### src/sv/swk_pkg.sv
// Package for the three-wheel swerve kinematics core: types, constants, tables.
`timescale 1ns / 1ps
`default_nettype none
package swk_pkg;

  localparam int CORDIC_STEPS = 16;
  localparam int TABLE_LEN    = 24;
  localparam int STEPS_EFF    = (CORDIC_STEPS > TABLE_LEN) ? TABLE_LEN : CORDIC_STEPS;

  localparam int XW = 29;   // CORDIC x/y width
  localparam int ZW = 26;   // angle accumulator width, 1/65536 degree
  localparam int CW = 18;   // wheel vector component width
  localparam int SW = 5;    // shift amount width

  localparam logic signed [ZW-1:0] DEG180 = 26'sd11796480;
  localparam logic [63:0] INV_GAIN_BASE = 64'd2608131496;
  localparam logic [63:0] INV_GAIN_CORR = 64'd1738754331;
  localparam logic [63:0] INV_GAIN_64   = INV_GAIN_BASE + (INV_GAIN_CORR >> (2 * STEPS_EFF));
  localparam logic [31:0] INV_GAIN      = INV_GAIN_64[31:0];

  localparam logic [7:0] REG_WHEEL_RADIUS = 8'd0;
  localparam logic [7:0] REG_DEAD_ZONE    = 8'd1;

  typedef struct packed {
    logic signed [XW-1:0] x;
    logic signed [XW-1:0] y;
    logic signed [ZW-1:0] z;
    logic                 zero_ang;
  } vec_t;

  function automatic logic signed [ZW-1:0] atan_at(input int i);
    logic signed [ZW-1:0] v;
    unique case (i)
      0: v = 26'sd2949120;   1: v = 26'sd1740967;   2: v = 26'sd919879;
      3: v = 26'sd466945;    4: v = 26'sd234379;    5: v = 26'sd117304;
      6: v = 26'sd58666;     7: v = 26'sd29335;     8: v = 26'sd14668;
      9: v = 26'sd7334;      10: v = 26'sd3667;     11: v = 26'sd1833;
      12: v = 26'sd917;      13: v = 26'sd458;      14: v = 26'sd229;
      15: v = 26'sd115;      16: v = 26'sd57;       17: v = 26'sd29;
      18: v = 26'sd14;       19: v = 26'sd7;        20: v = 26'sd4;
      21: v = 26'sd2;        22: v = 26'sd1;
      default: v = '0;
    endcase
    return v;
  endfunction

  // Scale a wheel vector by 256, fold the left half plane and flag the dead zone.
  function automatic vec_t mk_vec(input logic signed [CW-1:0] x,
                                  input logic signed [CW-1:0] y,
                                  input logic [7:0] dz);
    vec_t v;
    logic signed [XW-1:0] cx, cy;
    logic [CW-1:0] ax, ay;
    cx = {{(XW-CW-8){x[CW-1]}}, x, 8'd0};
    cy = {{(XW-CW-8){y[CW-1]}}, y, 8'd0};
    ax = x[CW-1] ? CW'(-x) : CW'(x);
    ay = y[CW-1] ? CW'(-y) : CW'(y);
    v.zero_ang = ((x == '0) && (y == '0)) ||
                 ((ax < {{(CW-8){1'b0}}, dz}) && (ay < {{(CW-8){1'b0}}, dz}));
    if (x[CW-1]) begin
      v.z = y[CW-1] ? -DEG180 : DEG180;
      v.x = -cx;
      v.y = -cy;
    end else begin
      v.z = '0;
      v.x = cx;
      v.y = cy;
    end
    return v;
  endfunction

endpackage
`default_nettype wire

### src/sv/swk_cell.sv
// One CORDIC vectoring cell: a single micro-rotation, registered.
`timescale 1ns / 1ps
`default_nettype none
module swk_cell
  import swk_pkg::*;
(
  input  wire logic                 clk,
  input  wire logic                 en,
  input  wire logic [SW-1:0]        shift,
  input  wire logic signed [ZW-1:0] atan,
  input  wire vec_t                 d,
  output vec_t                      q
);
  vec_t q_next;
  logic signed [XW-1:0] dx, dy;

  always_comb begin
    dx = d.y >>> shift;
    dy = d.x >>> shift;
    q_next = d;
    if (!d.y[XW-1]) begin
      q_next.x = d.x + dx;
      q_next.y = d.y - dy;
      q_next.z = d.z + atan;
    end else begin
      q_next.x = d.x - dx;
      q_next.y = d.y + dy;
      q_next.z = d.z - atan;
    end
  end

  always_ff @(posedge clk) begin
    if (en) q <= q_next;
  end
endmodule
`default_nettype wire

### config.mk
export PLATFORM = sky130hd
export DESIGN_NAME = swk_cell
export DESIGN_NICKNAME = d
export VERILOG_FILES = /design/src/sv/swk_pkg.sv /design/src/sv/swk_cell.sv
export SDC_FILE = /design/constraint.sdc
export NUM_CORES = 1
export LEC_CHECK = 0
export BUFFER_PORTS_ARGS = -buffer_cell sky130_fd_sc_hd__buf_2
export CAP_MARGIN = 40
export CORE_UTILIZATION = 54
export DETAILED_ROUTE_END_ITERATION = 7
export GPL_TIMING_DRIVEN = 0
export MAX_ROUTING_LAYER = met4
export PLACE_DENSITY_LB_ADDON = 0.05
export REMOVE_ABC_BUFFERS = 1
export SLEW_MARGIN = 10
export SYNTH_ARGS = -nofsm -noshare
export SYNTH_HDL_FRONTEND = slang
export SYNTH_SLANG_ARGS = --single-unit
export TNS_END_PERCENT = 20
### constraint.sdc
create_clock -name clk -period 6.8 [get_ports clk]
set_clock_uncertainty 0.05 [all_clocks]
set_input_delay 1.36 -clock clk [delete_from_list [all_inputs] [get_ports clk]]
set_output_delay 1.36 -clock clk [all_outputs]
set_load 0.01 [all_outputs]
---- Word level (Yosys, flattened, before mapping) ----
Cells that the tools add are included.
operators by class
  add/subtract/negate cells ............... 6
  $mul .................................... 0
  divide/modulo/power cells ............... 0
  $lt $le $gt $ge ......................... 0
  eq/ne operators ......................... 0
  shift operators ......................... 2
  multiplexer cells ....................... 1
  bitwise gates (word level) .............. 0
  reductions and logical operators ........ 0
operators with widths
  kind            count
  $mux 84         1
  $add 29x29->29  2
  $sshr 29x5->29  2
  $sub 29x29->29  2
  $add 26x26->26  1
  $sub 26x26->26  1
word-level totals
  bits in registers ....................... 85
  latch bits .............................. 0
  RAM bits ................................ 0
  bits in read-only memories .............. 0
  input port bits ......................... 118
  output and inout bits ................... 85
  memories ................................ 0

---- Depth between registers and ports, before layout ----
Gate-level depths: netlist of the first run.
  depth in word-level cells ............... 3
  mapped depth ............................ 26

---- Least setup slack after synthesis of the first run ----
Ideal clock, no wire load.
  kind .................................... input-to-reg
  start point ............................. in shift[1]
  end point ............................... reg q[83] in the netlist's numbering, data pin
  library setup time ...................... 265 ps
  arrival ................................. 6203 ps
  data required time ...................... 6485 ps
  path slack .............................. 281 ps
  stages .................................. 25
  buffers on the path ..................... 5
  cells stage by stage .................... buf_6 -> buf_6 -> buf_6 -> buf_2 -> buf_2 -> mux4_2 -> a21oi_1 -> nor2_1 -> a211oi_2 -> ha_1 -> nand4_1 -> nor2_1 -> nand3_1 -> xnor2_1 -> o2bb2ai_1 -> ha_1 -> a21o_1 -> a21o_1 -> a21oi_1 -> o31ai_1 -> or3_1 -> o21bai_1 -> o21ai_0 -> nor4b_1 -> or3_1
RTL lines
  what                  line            RTL
  start, declared       swk_cell.sv:9   input wire logic [SW-1:0] shift,
  end signal, assigned  swk_cell.sv:33  if (en) q <= q_next;
  end, declared         swk_cell.sv:12  output vec_t q

==> results of run 1 <==
## cells in the mapped netlist (15+ instances only)
cell type,number,area [sq um]
nor2_1,128,480
edfxtp_1,85,2550
o22ai_1,17,106
nand2_1,93,349
ha_1,89,1110
nand2b_1,19,119
clkbuf_1,31,116
xnor2_1,97,850
o211ai_1,15,113
o21ai_0,63,315
and3_1,19,119
nor2b_1,16,100
mux2i_1,45,450
mux4_2,66,1490
a21oi_1,110,551
a21o_1,26,195
a211oi_1,21,158
buf_2,15,75.1
nor3_1,26,130
nand3_1,27,135
inv_1,45,169
xor2_1,36,315
o21a_1,23,173
a31oi_1,25,156
## layout make-up
type	count	area, sq um
Multi-Input combinational cell	1174	9490
Fill cell	2008	8340
Sequential cell	85	2550
Timing Repair Buffer	222	1490
Tap cell	285	357
Clock buffer	10	229
Inverter	47	184
Clock inverter	6	55.1
Timing Repair inverter	1	5.00
## final timing paths
path                  cells past startpoint  slack [ps]      from     to
worst max-delay path                     24         110  shift[0]  q[44]
worst min-delay path                      1        1120      d[0]   q[0]
## logic make-up after synthesis
| group | after synthesis | synth area share (%) |
|---|---|---|
| buf+inv | 117 | 4.72 |
| flops | 85 | 20.4 |
| mux | 132 | 17.8 |
| compound gates | 409 | 22.0 |
| simple gates | 407 | 16.3 |
| fa+ha+maj | 92 | 9.38 |
| xor+xnor | 134 | 9.44 |
## cell usage in the layout (no fill, tap or decap), types with 14 or more instances in the layout
| cell type | n |
|---|---|
| nand2b_1 | 19 |
| buf_2 | 196 |
| a21oi_1 | 109 |
| and3_1 | 19 |
| o21ai_0 | 61 |
| a31oi_1 | 24 |
| o21a_1 | 23 |
| nor2_1 | 124 |
| nor3_1 | 24 |
| xnor2_1 | 97 |
| a21o_1 | 26 |
| edfxtp_1 | 85 |
| nor2b_1 | 16 |
| a211oi_1 | 18 |
| inv_1 | 44 |
| o22ai_1 | 17 |
| ha_1 | 88 |
| xor2_1 | 36 |
| o211ai_1 | 15 |
| o21bai_1 | 14 |
| nand3_1 | 27 |
| mux4_2 | 67 |
| nand2_1 | 91 |
| mux2i_1 | 42 |
## power breakdown
part           total, uW  leakage (uW)  switching, uW  internal [uW]
clock network        502      0.000140            247            256
registers            789      0.000832           26.8            762
logic               1540       0.00486            878            665
total               2830       0.00583           1150           1680
## critical path: stages
cell and delay, ps:
buf_16 160, buf_16 190, mux4_2 620, mux4_2 550, nand2_1 90, and2_1 160
ha_1 170, inv_1 50, a211oi_2 180, nand4_1 250, buf_4 230, nor2_1 80
nor2_1 50, xnor2_1 260, ha_1 360, and4_1 200, a31o_2 220, a211oi_2 260
a21o_1 190, a21boi_0 80, or2_2 320, a31oi_4 250, nor4bb_1 90, or3_1 370
## metrics by stage
step	hold WS, ps	power (uW)	utilization [%]
5_1_grt	1120	3000	63.3
4_1_cts	1110	2810	62.3
3_3_place_gp	1490	2250	59.3
6_report	1120	2830	63.3
2_1_floorplan	1410	1800	-
3_5_place_dp	1490	2280	60.4
## routing by layer
metal | wire length (um) | vias up | GRT usage, %
met5 | 0 | - | -
met2 | 18000 | 640 | 51.6
met4 | 1200 | 0 | 11.0
met3 | 3620 | 81 | 6.00
met1 | 16300 | 5683 | 42.1
li1 | - | 5641 | -
## timing repair
action	CTS	global route
setup endpoints to repair	17	16
gates cloned	2	5
resized for setup	16	24
setup buffers	0	4
pin swaps	1	2
==> reports/qor.csv, run 1 <==
stage;metric;value;unit
timing;fmax;149;MHz
synthesis;ys_seq_elements;85;
synthesis;ys_seq_area_share;20.4;%
detailed_routing;drt-pass1-iter-count;5;
placement;dpl_cell_area;0.0137;sq mm
synthesis;syn_avg_cell_area;9.09;sq um
clock_tree;clock_path_buffers;2;
detailed_routing;drc;0;
finish;antenna_cells;0;
setup_path;crit_path_max_fanout;17;
timing;worst_slew_pin_slew;950;ps
detailed_routing;wl;39200;um
synthesis;yosys_warnings;0;
setup_path;crit_required;6860;ps
finish;reg.largest.list;q (85);
finish;drive_gt1_share;24.0;%
placement;gp_congestion;0.995;
setup_path;endpoint_kind;register;
timing;layout_setup_ws;108;ps
floorplanning;die_area;0.0238;sq mm
finish;largest-register;q;
detailed_routing;vias;12045;
synthesis;synthArstFlopShare;0;%
synthesis;ys.flop_type;edfxtp_1;
floorplanning;coreArea;0.0227;sq mm
pwr;peakVddDrop;0.125;mV
global_routing;grt_usage;32.6;%
clock_tree;ctsRootBufferMaster;clkbuf_16;
finish;fin_area;0.0144;sq mm
detailed_routing;viasPerCell;6.58;
clock_tree;cts_made_buffers;9;
timing;slew_viol_final;0;
floorplanning;row_count;55;
detailed_routing;initialDrtViolationCount;1262;
timing;setup_viol;0;
global_routing;grt_pass1_vias;11089;
timing;final-hold-violation-count;0;
setup_path;worstSetupPathType;in2reg;
hold_path;hold_path.class;in2reg;
global_routing;grt_overflow_total;0;
detailed_routing;post_drt_wl_per_cell;21.4;um
global_routing;grt_pass1_wl;58900;um
synthesis;synth_cell_type_count;100;
finish;fin_nets;1750;
placement;port_buffers;202;
floorplanning;fp.dieW;154;um
global_routing;antenna_found_initial;0;
run;drv_cap;0;
outcome;status;finished clean;
clock_tree;cts_max_level;3;
clock_tree;cts_tree;built;
clock_tree;hold_buffers;0;
floorplanning;start_util;55.1;%
clock_tree;clk_pin_slew_worst_paths;70;ps
setup_path;crit_path_start_kind;input pin;
pwr;leakagePower;0.00583;uW
placement;hpwl;29100;um
clock_tree;clock-sinks;85;
timing;fin_tns_setup;0;ps
pwr;p_per_area;197;mW/mm^2
synthesis;synthCells;1376;
floorplanning;pin_count;203;
placement;preCtsSetupSlack;-1040;ps
finish;largest_reg_flops;85;
placement;placedCellCount;1803;
floorplanning;die_h;154;um
finish;area_delta_synth_final;14.8;%
synthesis;synth_edf_count;85;
timing;max-slew-margin-rel;36.6;%
global_routing;grt_max_degree;56;
finish;final_cells;1830;
timing;finalCriticalPeriod;6690;ps
setup_path;cp_data_arrival_time;6760;ps
timing;finalCritPeriodShare;98.4;%
synthesis;syn_area;0.0125;sq mm
detailed_routing;ant_nets;0;
No activity file was read; power rests on OpenSTA's default activity.
==> inputs of run 2 (changes only) <==
--- a/config.mk
+++ b/config.mk
@@ -7,7 +7,9 @@
 export LEC_CHECK = 0
 export BUFFER_PORTS_ARGS = -buffer_cell sky130_fd_sc_hd__buf_2
 export CAP_MARGIN = 40
-export CORE_UTILIZATION = 54
+export CELL_PAD_IN_SITES_DETAIL_PLACEMENT = 1
+export CELL_PAD_IN_SITES_GLOBAL_PLACEMENT = 2
+export CORE_UTILIZATION = 33
 export DETAILED_ROUTE_END_ITERATION = 7
 export GPL_TIMING_DRIVEN = 0
 export MAX_ROUTING_LAYER = met4
==> run 2 against run 1 <==
- setup slack gained 98 ps
- core utilization is 23 points lower
- non-clock buffer count is 11 higher
- highest routed layer unchanged
==> reports/qor.csv, run 2 (synthesis results as in run 1) <==
stage;metric;value;unit;change
placement;dpl_cell_area;0.0140;sq mm;was 0.0137 sq mm
setup_path;cp_data_arrival_time;6680;ps;was 6760 ps
floorplanning;fp.dieW;197;um;was 154 um
finish;drive_gt1_share;24.7;%;was 24.0%
floorplanning;start_util;33.9;%;was 55.1%
setup_path;worstSetupPathType;in2reg;;unchanged
clock_tree;cts_max_level;3;;unchanged
timing;rsz0062_at_grt;true;;
finish;largest_reg_flops;85;;unchanged
timing;slew_viol_final;0;;unchanged
pwr;clockPowerShare;16.8;%;was 17.7%
global_routing;grt_pass1_vias;12141;;was 11.1k
setup_path;cp-startpoint;shift[2];;was shift[0]
floorplanning;row_count;70;;was 55
hold_path;min_from;d[0];;unchanged
placement;port_buffers;202;;unchanged
pwr;peakVddDrop;0.136;mV;was 0.125 mV
detailed_routing;viasPerCell;5.84;;was 6.58
global_routing;antenna_found_initial;0;;unchanged
placement;hpwl;36300;um;was 29100 um
detailed_routing;drt-pass1-iter-count;5;;unchanged
global_routing;grt_usage;24.9;%;was 32.6%
timing;max-slew-margin-rel;44.0;%;was 36.6%
timing;fin_tns_setup;0;ps;unchanged
setup_path;crit_required;6890;ps;was 6860 ps
finish;fin_area;0.0148;sq mm;was 0.0144 sq mm
pwr;p_seq_share;27.5;%;was 27.8%
hold_path;hold_path.class;in2reg;;unchanged
placement;gp_congestion;0.918;;was 0.995
setup_path;cpMostUsedCell;a21o_1;;
clock_tree;clock-sinks;85;;unchanged
pwr;pwr-share-comb;55.6;%;was 54.4%
outcome;status;finished clean;;unchanged
detailed_routing;ant_nets;0;;unchanged
pwr;internal_power;1690;uW;was 1680 uW
clock_tree;ctsRootBufferMaster;clkbuf_16;;unchanged
detailed_routing;initialDrtViolationCount;710;;was 1262
setup_path;endpoint_kind;register;;unchanged
finish;fin_nets;1760;;was 1750
finish;multi_input_area;0.00955;sq mm;was 0.00949 sq mm
clock_tree;clk_pin_slew_worst_paths;70;ps;about the same
finish;regArea;0.00255;sq mm;unchanged
timing;finalCritPeriodShare;97.0;%;was 98.4%
finish;antenna_cells;0;;unchanged
floorplanning;coreArea;0.0370;sq mm;was 0.0227 sq mm
clock_tree;cts_tree;built;;unchanged
finish;final_common_cell;buf_2;;unchanged
finish;n_fill_cell;4348;;was 2008
timing;layout_setup_ws;206;ps;was 108 ps
setup_path;critPathMaxStageDelay;470;ps;was 620 ps
timing;setup_viol;0;;unchanged
floorplanning;die_area;0.0387;sq mm;was 0.0238 sq mm
timing;worst_slew_pin_slew;840;ps;was 950 ps
global_routing;grt_pass1_wl;71900;um;was 58900 um
global_routing;grt_max_degree;68;;was 56
pwr;p_per_area;194;mW/mm^2;was 197 mW/mm^2
pwr;power_switching_share;41.3;%;was 40.6%
floorplanning;die_h;197;um;was 154 um
timing;final-hold-violation-count;0;;unchanged
run;drv_cap;0;;unchanged
detailed_routing;vias;12022;;about the same
clock_tree;cts_made_buffers;9;;unchanged
setup_path;critPathSlowestCell;or3b_4;;was mux4_2
clock_tree;clock_path_buffers;2;;unchanged
finish;area_delta_synth_final;18.2;%;was 14.8%
finish;reg.largest.list;q (85);;unchanged
timing;finalCriticalPeriod;6590;ps;was 6690 ps
timing;fmax;152;MHz;was 149 MHz
finish;final_cell_mix;197 x buf_2, 124 x nor2_1, 109 x a21oi_1;;was 196 x buf_2, 124 x nor2_1, 109 x a21oi_1
floorplanning;pin_count;203;;unchanged
detailed_routing;post_drt_wl_per_cell;23.0;um;was 21.4 um
pwr;p_sw;1190;uW;was 1150 uW
global_routing;grt_overflow_total;0;;unchanged
setup_path;crit_path_start_kind;input pin;;unchanged
placement;preCtsSetupSlack;-1160;ps;was -1040 ps
finish;largest-register;q;;unchanged
setup_path;crit_path_max_fanout;67;;was 17
pwr;leakagePower;0.00591;uW;was 0.00583 uW
setup_path;crit_chain;buf_8 -> mux4_2 -> mux2i_2 -> o221ai_1 -> a21oi_2 -> or3b_4 -> nor4_4 -> xnor2_1 -> o22ai_1 -> ha_1 -> a21o_1 -> a21o_1 -> a2111oi_0 -> o21bai_1 -> a211oi_2 -> a211o_1 -> a21o_1 -> a311o_1 -> xnor2_1;;was buf_16 -> buf_16 -> mux4_2 -> mux4_2 -> nand2_1 -> and2_1 -> ha_1 -> inv_1 -> a211oi_2 -> nand4_1 -> buf_4 -> nor2_1 -> nor2_1 -> xnor2_1 -> ha_1 -> and4_1 -> a31o_2 -> a211oi_2 -> a21o_1 -> a21boi_0 -> or2_2 -> a31oi_4 -> nor4bb_1 -> or3_1
detailed_routing;drc;0;;unchanged
detailed_routing;wl;47200;um;was 39200 um
-- run 2: critical path: cells and delay by family --
| kind | cells | cell delay, ps |
|---|---|---|
| XOR/XNOR | 2 | 230 |
| multiplexers | 2 | 790 |
| AND/OR/NAND/NOR | 2 | 780 |
| AO/OA/AOI/OAI | 11 | 2660 |
| buffers and inverters | 1 | 370 |
| adder cells (fa/ha/maj) | 1 | 430 |
-- run 2: stage by stage --
stage	instances	power (uW)	util (%)	hold slack, ps
2_1_floorplan	1306	1800	-	1410
3_3_place_gp	2012	2310	37.2	1490
3_5_place_dp	2025	2340	38.0	1490
4_1_cts	2047	2870	39.3	1080
5_1_grt	2058	3070	40.0	1090
6_report	2058	2870	40.0	1100
-- run 2: repair_timing --
item,in CTS,in global routing
buffers inserted,4,7
resized for setup,24,28
endpoints found under the setup margin,17,14
cloned,3,3
pin swaps,2,4
hold buffers,0,0
-- run 2: path summary, 6_finish.rpt --
check             endpoint  depth (start not counted)
hold / removal        q[0]                          1
setup / recovery     q[84]                         19
-- run 2: area by class of cell --
type	instances	share of cell area, %
Clock buffer	11	1.57
Clock inverter	4	0.178
Timing Repair Buffer	233	11.0
Inverter	47	1.21
Multi-Input combinational cell	1174	64.6
Sequential cell	85	17.3
Tap cell	504	4.26
-- run 2: power by group through the flow --
| stage | clock [uW] | combinational (uW) | sequential, uW |
|---|---|---|---|
| CTS | 504 | 1570 | 795 |
| floorplan | 0 | 917 | 879 |
| finish | 483 | 1600 | 792 |
| global placement | 0 | 1510 | 804 |
| global route | 515 | 1750 | 805 |
| detailed placement | 0 | 1540 | 805 |
-- run 2: per-layer routing --
metal	wire, um	vias to the layer above	global-route usage (%)
li1	-	5650	-
met4	1300	0	9.19
met5	0	-	-
met2	21800	379	38.8
met3	2820	49	4.19
met1	21300	5944	32.3
