<file path="src/sv/swk_pkg.sv">
// Package for the three-wheel swerve kinematics core: types, constants, tables.
`timescale 1ns / 1ps
`default_nettype none
package swk_pkg;

  localparam int CORDIC_STEPS = 16;
  localparam int TABLE_LEN    = 24;
  localparam int STEPS_EFF    = (CORDIC_STEPS > TABLE_LEN) ? TABLE_LEN : CORDIC_STEPS;

  localparam int XW = 29;   // CORDIC x/y width
  localparam int ZW = 26;   // angle accumulator width, 1/65536 degree
  localparam int CW = 18;   // wheel vector component width
  localparam int SW = 5;    // shift amount width

  localparam logic signed [ZW-1:0] DEG180 = 26'sd11796480;
  localparam logic [63:0] INV_GAIN_BASE = 64'd2608131496;
  localparam logic [63:0] INV_GAIN_CORR = 64'd1738754331;
  localparam logic [63:0] INV_GAIN_64   = INV_GAIN_BASE + (INV_GAIN_CORR >> (2 * STEPS_EFF));
  localparam logic [31:0] INV_GAIN      = INV_GAIN_64[31:0];

  localparam logic [7:0] REG_WHEEL_RADIUS = 8'd0;
  localparam logic [7:0] REG_DEAD_ZONE    = 8'd1;

  typedef struct packed {
    logic signed [XW-1:0] x;
    logic signed [XW-1:0] y;
    logic signed [ZW-1:0] z;
    logic                 zero_ang;
  } vec_t;

  function automatic logic signed [ZW-1:0] atan_at(input int i);
    logic signed [ZW-1:0] v;
    unique case (i)
      0: v = 26'sd2949120;   1: v = 26'sd1740967;   2: v = 26'sd919879;
      3: v = 26'sd466945;    4: v = 26'sd234379;    5: v = 26'sd117304;
      6: v = 26'sd58666;     7: v = 26'sd29335;     8: v = 26'sd14668;
      9: v = 26'sd7334;      10: v = 26'sd3667;     11: v = 26'sd1833;
      12: v = 26'sd917;      13: v = 26'sd458;      14: v = 26'sd229;
      15: v = 26'sd115;      16: v = 26'sd57;       17: v = 26'sd29;
      18: v = 26'sd14;       19: v = 26'sd7;        20: v = 26'sd4;
      21: v = 26'sd2;        22: v = 26'sd1;
      default: v = '0;
    endcase
    return v;
  endfunction

  // Scale a wheel vector by 256, fold the left half plane and flag the dead zone.
  function automatic vec_t mk_vec(input logic signed [CW-1:0] x,
                                  input logic signed [CW-1:0] y,
                                  input logic [7:0] dz);
    vec_t v;
    logic signed [XW-1:0] cx, cy;
    logic [CW-1:0] ax, ay;
    cx = {{(XW-CW-8){x[CW-1]}}, x, 8'd0};
    cy = {{(XW-CW-8){y[CW-1]}}, y, 8'd0};
    ax = x[CW-1] ? CW'(-x) : CW'(x);
    ay = y[CW-1] ? CW'(-y) : CW'(y);
    v.zero_ang = ((x == '0) && (y == '0)) ||
                 ((ax < {{(CW-8){1'b0}}, dz}) && (ay < {{(CW-8){1'b0}}, dz}));
    if (x[CW-1]) begin
      v.z = y[CW-1] ? -DEG180 : DEG180;
      v.x = -cx;
      v.y = -cy;
    end else begin
      v.z = '0;
      v.x = cx;
      v.y = cy;
    end
    return v;
  endfunction

endpackage
`default_nettype wire

</file>
<file path="src/sv/swk_post.sv">
// Gain removal, rounding and angle wrap for one wheel, two register stages.
`timescale 1ns / 1ps
`default_nettype none
module swk_post
  import swk_pkg::*;
(
  input  wire logic         clk,
  input  wire logic         en,
  input  wire vec_t         d,
  output logic [16:0]       speed,
  output logic signed [15:0] angle
);
  logic [59:0]          prod;
  logic signed [ZW-1:0] z1;
  logic                 zero1;
  logic [XW-2:0]        mag;
  logic [20:0]          sp_r;
  logic signed [ZW-1:0] zr;
  logic signed [17:0]   a, r, r_w;
  logic [16:0]          speed_next;
  logic signed [15:0]   angle_next;

  assign mag = d.x[XW-1] ? '0 : d.x[XW-2:0];

  always_ff @(posedge clk) begin
    if (en) begin
      prod  <= 60'(mag) * 60'(INV_GAIN);
      z1    <= d.z;
      zero1 <= d.zero_ang;
    end
  end

  always_comb begin
    sp_r = 21'((prod + (60'd1 << 39)) >> 40);
    speed_next = (sp_r > 21'd131071) ? 17'd131071 : sp_r[16:0];
    zr = z1 + 26'sd256;
    a  = 18'(zr >>> 9);
    r  = 18'sd11520 - a;
    if (r > 18'sd23040)        r_w = r - 18'sd46080;
    else if (r <= -18'sd23040) r_w = r + 18'sd46080;
    else                       r_w = r;
    angle_next = zero1 ? 16'sd0 : r_w[15:0];
  end

  always_ff @(posedge clk) begin
    if (en) begin
      speed <= speed_next;
      angle <= angle_next;
    end
  end
endmodule
`default_nettype wire

</file>
<file path="config.mk">
export PLATFORM = sky130hd
export DESIGN_NAME = swk_post
export DESIGN_NICKNAME = d
export VERILOG_FILES = /design/src/sv/swk_pkg.sv /design/src/sv/swk_post.sv
export SDC_FILE = /design/constraint.sdc
export NUM_CORES = 1
export LEC_CHECK = 0
export ABC_AREA = 1
export BUFFER_PORTS_ARGS = -buffer_cell sky130_fd_sc_hd__clkbuf_2
export CELL_PAD_IN_SITES_DETAIL_PLACEMENT = 0
export CELL_PAD_IN_SITES_GLOBAL_PLACEMENT = 1
export CORE_MARGIN = 2
export CORE_UTILIZATION = 36
export CTS_BUF_LIST = sky130_fd_sc_hd__clkbuf_2 sky130_fd_sc_hd__clkbuf_4 sky130_fd_sc_hd__clkbuf_8
export CTS_CLUSTER_SIZE = 14
export DETAILED_ROUTE_END_ITERATION = 8
export PLACE_DENSITY = 0.62
export SYNTH_ARGS = -nofsm -noshare
export SYNTH_HDL_FRONTEND = slang
export SYNTH_SLANG_ARGS = --single-unit
export TNS_END_PERCENT = 20
</file>
<file path="constraint.sdc">
create_clock -name clk -period 6.3 [get_ports clk]
set_input_delay 0.315 -clock clk [delete_from_list [all_inputs] [get_ports clk]]
set_output_delay 0.315 -clock clk [all_outputs]
set_load 0.01 [all_outputs]
</file>
# After elaboration in Yosys (flattened, before gate mapping)
# Index checks and enable logic that the tools add are counted.
# classes
add_sub_neg	5
n_mul	1
magnitude_cmp	3
mux	3
# op_table
cell	n
60-bit by 40-bit adder with 60-bit output (second input constant)	1
28-bit by 29-bit multiplier with 57-bit output (second input constant)	1
16-bit 2-to-1 mux	2
28-bit 2-to-1 mux	1
26-bit by 10-bit adder with 26-bit output (second input constant)	1
20-bit by 17-bit greater-than comparator with 1-bit output (second input constant)	1
18-bit by 16-bit greater-than comparator with 1-bit output (second input constant)	1
18-bit by 16-bit <= comparator with 1-bit output (second input constant)	1
15-bit by 17-bit subtractor with 18-bit output (first input constant)	1
16-bit adder (second input constant)	1
16-bit subtractor (second input constant)	1
# word_totals
regBits	117
input_bits	87
out_inout_bits	33
elab_cells	17

# Depth between registers and ports, before layout
# Gate-level depths: netlist (run 1).
# depth
word_depth	5
depth_mapped	33
depth_no_buf	33

# Worst setup path before layout (run 1)
# OpenSTA, ideal clock, no wires.
# synth_timing
path_type	input to register
startpoint	input d[84] (netlist name)
endpoint	register prod[57] (data pin)
setup_time_ns	0.258
arrival_time_ns	6.299
required_ns	6.042
setup_slack_ns	-0.257
path_stages	27
path_buffers	1
path_cell_list	clkinv_1 -> clkbuf_1 -> nand2_1 -> fa_1 -> inv_1 -> fa_1 -> inv_1 -> fa_1 -> inv_1 -> fa_1 -> fa_1 -> fa_1 -> inv_1 -> fa_1 -> inv_1 -> ha_1 -> a21oi_1 -> inv_1 -> a31oi_1 -> o21ai_0 -> nor2_1 -> nand3_1 -> a21oi_1 -> o21ai_0 -> nand3_1 -> nand3_1 -> xor2_1
# synth_via
elab_chain_len	2
# synth_rtl
item	line_no	rtl
start: declaration	swk_post.sv:9	input wire vec_t d,
28-bit 2-to-1 mux	swk_post.sv:23	assign mag = d.x[XW-1] ? '0 : d.x[XW-2:0];
28-bit by 29-bit multiplier with 57-bit output	swk_post.sv:27	prod <= 60'(mag) * 60'(INV_GAIN);
end signal: assignment	swk_post.sv:27	
end: declaration	swk_post.sv:13	logic [59:0] prod;
# No other way between the ends.
# A chain may end at the register's enable or synchronous reset.

# Worst setup path in the final report (run 1)
# layout_timing
startpoint	input d[84] (netlist name)
endpoint	register prod[59] (data pin)
# Same word-level chain as after synthesis.

==> results of run 1 <==
## cells in the mapped netlist (2+ instances only)
| cell | instances |
|---|---|
| inv_1 | 648 |
| fa_1 | 346 |
| ha_1 | 278 |
| nand2_1 | 233 |
| nor2_1 | 122 |
| a21oi_1 | 77 |
| edfxtp_1 | 73 |
| nand3_1 | 67 |
| xor2_1 | 38 |
| o21ai_0 | 34 |
| nand2_2 | 25 |
| nor3_1 | 15 |
| xnor2_1 | 15 |
| nand4_1 | 12 |
| a31oi_1 | 10 |
| nor2_2 | 8 |
| nor2_4 | 8 |
| or2_2 | 7 |
| inv_2 | 5 |
| nor4_1 | 5 |
| a21o_1 | 4 |
| and3_1 | 4 |
| nand3_2 | 4 |
| o21a_1 | 4 |
| o21bai_1 | 4 |
| o31ai_1 | 4 |
| a211oi_1 | 3 |
| clkbuf_1 | 3 |
| nand3b_1 | 3 |
| o2111ai_1 | 3 |
| o211ai_1 | 3 |
| o21ai_1 | 3 |
| o221ai_1 | 3 |
| nand2_4 | 2 |
| nand3_4 | 2 |
## cell usage in the layout, fill, tap and decap left out, types with 6 or more instances in the layout
cell type | netlist | final
nand2_2 | 25 | 44
ha_1 | 278 | 247
ha_4 | 0 | 25
a21oi_2 | 1 | 12
buf_4 | 0 | 320
clkbuf_2 | 0 | 80
fa_1 | 346 | 324
nor3_1 | 15 | 14
o21ai_1 | 3 | 9
inv_1 | 648 | 611
nand3_2 | 4 | 9
ha_2 | 0 | 6
o21ai_0 | 34 | 25
xnor2_1 | 15 | 15
a31oi_1 | 10 | 6
nand3_1 | 67 | 62
fa_2 | 0 | 22
clkbuf_8 | 0 | 9
a21oi_1 | 77 | 63
inv_2 | 5 | 40
nor2_4 | 8 | 16
nor2_2 | 8 | 23
nand2_1 | 233 | 205
xor2_1 | 38 | 38
nand2_4 | 2 | 10
or2_2 | 7 | 7
edfxtp_1 | 73 | 73
nand4_1 | 12 | 12
nor2_1 | 122 | 99
## what timing repair did
action / CTS / global route
buffers inserted: 2 / 7
pin swaps: 11 / 41
gates cloned: 0 / 3
gates resized for setup: 50 / 168
endpoints found under the setup margin: 19 / 21
## worst register-to-register path, cell delays in order (launching register included)
cell and delay (ns):
edfxtp_1 0.51, ha_1 0.29, nand2_2 0.14, nand2_1 0.14, ha_1 0.23, nand2_1 0.13, nor2_4 0.06, nand2_1 0.06
nand2_1 0.08, nand3_1 0.08, nand2_1 0.16, inv_1 0.19, ha_1 0.18, nand3_1 0.10, nand2_1 0.07, nand2_1 0.04
nor2_1 0.14, o21ai_2 0.07, nand2_2 0.12, nand3_1 0.12, a21oi_1 0.15, nor2_1 0.06
## worst max path at each step
stage,start,to,cells past startpoint
after detailed placement,d[84],prod[59],23
after CTS,d[84],prod[48],29
after global routing,d[84],prod[57],29
final,d[84],prod[59],25
after global placement,d[84],prod[59],23
after floorplan,d[84],prod[59],27
## per-layer routing
metal | track usage | vias to the layer above | routed length (um)
met5 | 0 | - | 58
met4 | 0.0631 | 2 | 1590
met3 | 0.0385 | 59 | 2820
met2 | 0.360 | 255 | 27300
met1 | 0.282 | 7015 | 24900
li1 | - | 7132 | -
## state kept, by name (all words and copies together) (netlist names)
name and flops:
prod 21, z1 18, speed 17, angle 16, zero1 1
## through the flow
step | std cells | utilization | TNS, ns
3_3_place_gp | 3157 | 0.436 | -9.05
6_report | 3185 | 0.458 | 0
2_1_floorplan | 2085 | - | 0
5_1_grt | 3185 | 0.458 | -1.00
4_1_cts | 3175 | 0.444 | -0.125
3_5_place_dp | 3157 | 0.436 | -10.17
## kinds of logic after synthesis
family	Yosys count	synth area share
adders and majority gates	624	0.554
xor gates and xnor gates	54	0.0256
buffers and inverters	658	0.131
DFF	73	0.117
and+or+nand+nor	519	0.125
AOI/OAI and AO/OA	157	0.0475
## cell type report
cell class                      count  area share
Sequential cell                    73      0.0930
Clock buffer                       10     0.00557
Multi-Input combinational cell   1354       0.633
Tap cell                          680      0.0361
Clock inverter                      6     0.00249
Timing Repair Buffer              408       0.125
Inverter                          654       0.105
==> results.py, run 1 <==
metrics = {
    "status": {
        "status": "finished clean",
    },
    "timing": {
        "whs_ns": 0.135,
        "max_clock_freq_mhz": 160,
        "fin_crit_ns": 6.27,
        "post-route-period-util": 0.995,
        "drv_slew": 0,
        "hold_viol": 0,
        "skew_ns": 0.00772,
        "finalSetupViolations": 0,
        "worst_slack_ns": 0.0308,
        "rsz0062_at_grt": "yes",
        "worst_pin_slew_ns": 1.04,
        "relSlewSlack": 0.303,
    },
    "detailed_routing": {
        "postRouteAntennaNets": 0,
        "drc": 0,
        "via_per_inst": 4.54,
        "drt-total-wl_um": 56800,
        "drtIter0Drc": 586,
        "vias": 14500,
        "first_pass_iters": 5,
        "wire_per_inst_um": 17.8,
    },
    "critical_path": {
        "rr_startpoint": "z1[8]",
        "cp_max_fo": 5,
        "arrival_ns": 6.37,
        "crit_type": "in -> reg",
        "rrSetupSlack_ns": 2.93,
        "crit_buf_inv": 7,
        "cp_common_cell": "fa_1",
        "r2r-end": "angle[12]",
        "slowest_delay_ns": 0.56,
        "critPathSlowestCell": "fa_1",
        "cp_data_required_time_ns": 6.40,
        "cp_top_family": "adder cells",
        "worst_setup_path_end_kind": "register",
        "reg2reg_depth": 21,
        "startpoint_type": "input pin",
    },
    "yosys": {
        "yosys.area.top_type_share": 0.369,
        "ys_types": 45,
        "synth_edf_count": 73,
        "ys.flop_type": "edfxtp_1",
        "synthTopCellsByArea": "fa_1, ha_1, inv_1",
        "syn_nets": 2796,
        "synthCells": 2085,
        "ys_async_sr_fraction": 0,
        "netlist_area_um2": 18800,
        "yosysSeqAreaShare": 0.117,
        "yosys_warnings": 0,
        "synth_area_leader_cell": "fa_1",
        "ys_seq_elements": 73,
        "synth_area_per_cell_um2": 9.01,
    },
    "worst_hold_path": {
        "min_path_cells": 1,
        "hp-class": "in -> reg",
        "min_to": "z1[8]",
        "hp-start": "d[9]",
    },
    "floorplan": {
        "die_h_um": 232,
        "die_w_um": 232,
        "floorplan.initialDensity": 0.365,
        "rows": 83,
        "io_pins": 120,
        "die_area_um2": 54000,
        "fp.coreArea_um2": 51500,
    },
    "placement": {
        "place_area_um2": 22400,
        "port_buffers": 82,
        "hpwl_um": 52000,
        "gp_congestion": 0.940,
        "dp_slack_ns": -0.693,
    },
    "global_route": {
        "grt_start_max_net_pins": 74,
        "grt_pass1_wl_um": 87200,
        "grt_pass1_vias": 15600,
        "gr-total-overflow": 0,
        "track_usage": 0.214,
        "antenna_found_initial": 1,
    },
    "final_layout": {
        "fillCellCount": 5199,
        "final_cell_area_um2": 23600,
        "antenna_cells": 0,
        "regArea_um2": 2190,
        "multi_input_area_um2": 14900,
        "area_growth_pct": 25.5,
        "drive_gt1_frac": 0.266,
        "final_net_count": 3211,
    },
    "clock_tree": {
        "clock_path_buffers": 2,
        "path_clk_slew_ns": 0.08,
        "cts_tree": "done",
        "hold_buffers": 0,
        "clk_latency_ns": 0.35,
        "htreeDepth": 3,
        "clock-sinks": 73,
        "cts_buffers": 9,
        "cts_root_buffer": "clkbuf_8",
    },
    "flow_run": {
        "cap_violations": 0,
    },
}
Power of run 1 is left out: the tool's default activity adds up to more than one toggle a clock period on the data nets, which glitch-free logic cannot reach.
==> run 2, diff against run 1 <==
--- a/config.mk
+++ b/config.mk
@@ -15,6 +15,7 @@
 export CTS_CLUSTER_SIZE = 14
 export DETAILED_ROUTE_END_ITERATION = 8
 export PLACE_DENSITY = 0.62
+export SETUP_SLACK_MARGIN = 0.15
 export SYNTH_ARGS = -nofsm -noshare
 export SYNTH_HDL_FRONTEND = slang
 export SYNTH_SLANG_ARGS = --single-unit
==> run 2 against run 1 <==
  * First-iteration DRC count up 15%
  * Sequential share of layout area down 0.20 points
  * Register-to-register slack better by 0.07 ns
  * Cell area up 2.2%
  * Die area unchanged
  * Global-route usage up 0.23 points
  * Cell count up 0.25%
  * Critical endpoint unchanged
  * Largest cell class unchanged
==> results.py, run 2 (synthesized netlist as in run 1, its figures left out) <==
metrics = {
    "detailed_routing": {
        "wire_per_inst_um": 17.9,
        "vias": 14600,
        "drtIter0Drc": 673,
        "via_per_inst": 4.58,
        "postRouteAntennaNets": 0,
        "drc": 0,
        "first_pass_iters": 5,
        "drt-total-wl_um": 57200,
    },
    "global_route": {
        "track_usage": 0.217,
        "antenna_found_initial": 0,
        "grt_pass1_vias": 15500,
        "grt_start_max_net_pins": 74,
        "grt_pass1_wl_um": 88600,
        "gr-total-overflow": 0,
    },
    "critical_path": {
        "r2r-end": "angle[12]",
        "startpoint_type": "input pin",
        "cp_data_required_time_ns": 6.40,
        "crit_buf_inv": 6,
        "path_depth": 23,
        "critPathSlowestCell": "fa_1",
        "reg2reg_depth": 21,
        "rr_startpoint": "z1[8]",
        "cp_max_fo": 8,
        "worst_setup_path_end_kind": "register",
        "startpoint": "d[84]",
        "cp_common_cell": "fa_1",
        "cp_cell_sequence": "buf_12 > clkinv_8 > buf_16 > nand2_8 > fa_1 > inv_2 > fa_1 > inv_1 > fa_1 > inv_2 > fa_1 > fa_1 > fa_1 > fa_1 > ha_4 > a21o_1 > a31oi_4 > o21ai_2 > a31oi_4 > nand3_4 > a211oi_4 > o21ai_2 > xor2_1",
        "slowest_delay_ns": 0.60,
        "arrival_ns": 6.24,
        "crit_end": "prod[59]",
        "cp_top_family": "adder cells",
        "rrSetupSlack_ns": 3.00,
        "crit_type": "in -> reg",
    },
    "flow_run": {
        "cap_violations": 0,
    },
    "timing": {
        "fin_crit_ns": 6.13,
        "whs_ns": 0.135,
        "worst_pin_slew_ns": 0.964,
        "relSlewSlack": 0.355,
        "skew_ns": 0.00840,
        "rsz0062_at_grt": "yes",
        "hold_viol": 0,
        "setup_tns_ns": 0,
        "drv_slew": 0,
        "post-route-period-util": 0.973,
        "max_clock_freq_mhz": 163,
        "finalSetupViolations": 0,
    },
    "final_layout": {
        "regArea_um2": 2190,
        "antenna_cells": 0,
        "area_growth_pct": 28.2,
        "multi_input_area_um2": 15400,
        "final_net_count": 3220,
        "fillCellCount": 5122,
        "top_register": "prod",
        "largestRegisters": "prod: 21 flops, z1: 18 flops, speed: 17 flops",
        "largest_reg_flops": 21,
        "layout_common_cells": "inv_1, buf_4, fa_1",
        "final_common_cell": "inv_1",
        "drive_gt1_frac": 0.297,
    },
    "floorplan": {
        "rows": 83,
        "die_area_um2": 54000,
        "io_pins": 120,
        "fp.coreArea_um2": 51500,
        "floorplan.initialDensity": 0.365,
        "die_h_um": 232,
        "die_w_um": 232,
    },
    "status": {
        "status": "finished clean",
    },
    "placement": {
        "gp_congestion": 0.942,
        "port_buffers": 82,
        "hpwl_um": 52200,
    },
    "clock_tree": {
        "clock-sinks": 73,
        "path_clk_slew_ns": 0.08,
        "cts_root_buffer": "clkbuf_8",
        "hold_buffers": 0,
        "clock_path_buffers": 2,
        "cts_tree": "done",
        "cts_buffers": 9,
        "clk_latency_ns": 0.35,
        "htreeDepth": 3,
    },
    "worst_hold_path": {
        "hp-start": "d[23]",
        "hp-class": "in -> reg",
    },
}
==> run 2: routing by layer <==
metal	global-route usage	wire, um
met5	0	0
met4	0.0352	948
met3	0.0113	1460
met2	0.380	28600
met1	0.300	26200
==> run 2: layout make-up <==
type	count	area share
clock buffers	9	0.00514
repair buffers	417	0.124
inverters	654	0.103
clock inverters	6	0.00249
well taps	680	0.0353
multi-input cells	1354	0.639
flip-flops and latches	73	0.0910
==> run 2: worst min-delay path by stage <==
stage / to / slack (ns) / cells past startpoint
global route: z1[12] / 0.11 / 1
CTS: z1[24] / 0.11 / 1
detailed placement: z1[24] / 0.49 / 1
finish: z1[22] / 0.13 / 1
global placement: z1[25] / 0.49 / 1
floorplan: z1[10] / 0.41 / 0
==> run 2: worst register-to-register path, stage by stage (launching register included) <==
cell	delay, ns
edfxtp_1	0.52
ha_1	0.29
nand2_2	0.14
nand2_1	0.15
ha_1	0.24
nand2_1	0.13
nor2_4	0.06
nand2_1	0.06
nand2_1	0.08
nand3_1	0.08
nand2_1	0.14
inv_1	0.15
ha_1	0.17
nand3_1	0.10
nand2_1	0.07
nand2_1	0.04
nor2_1	0.14
o21ai_2	0.07
nand2_2	0.12
nand3_1	0.12
a21oi_1	0.14
nor2_1	0.06
==> run 2: per-stage QoR <==
step                std cells   util  instance area, um^2  setup slack, ns
CTS                      3178  0.452                23300            0.114
finish                   3193  0.468                24100            0.167
detailed placement       3155  0.437                22500           -0.673
global placement         3155  0.437                22500           -0.654
global route             3193  0.468                24100          0.00838
floorplan                2085      -                18900            0.151
==> run 2: what timing repair did <==
item	in CTS	in global routing
resized for setup	114	188
pin swaps	47	123
gates cloned	1	0
setup buffers	7	15
setup endpoints to repair	18	21
Power of run 2 is left out for the same reason.
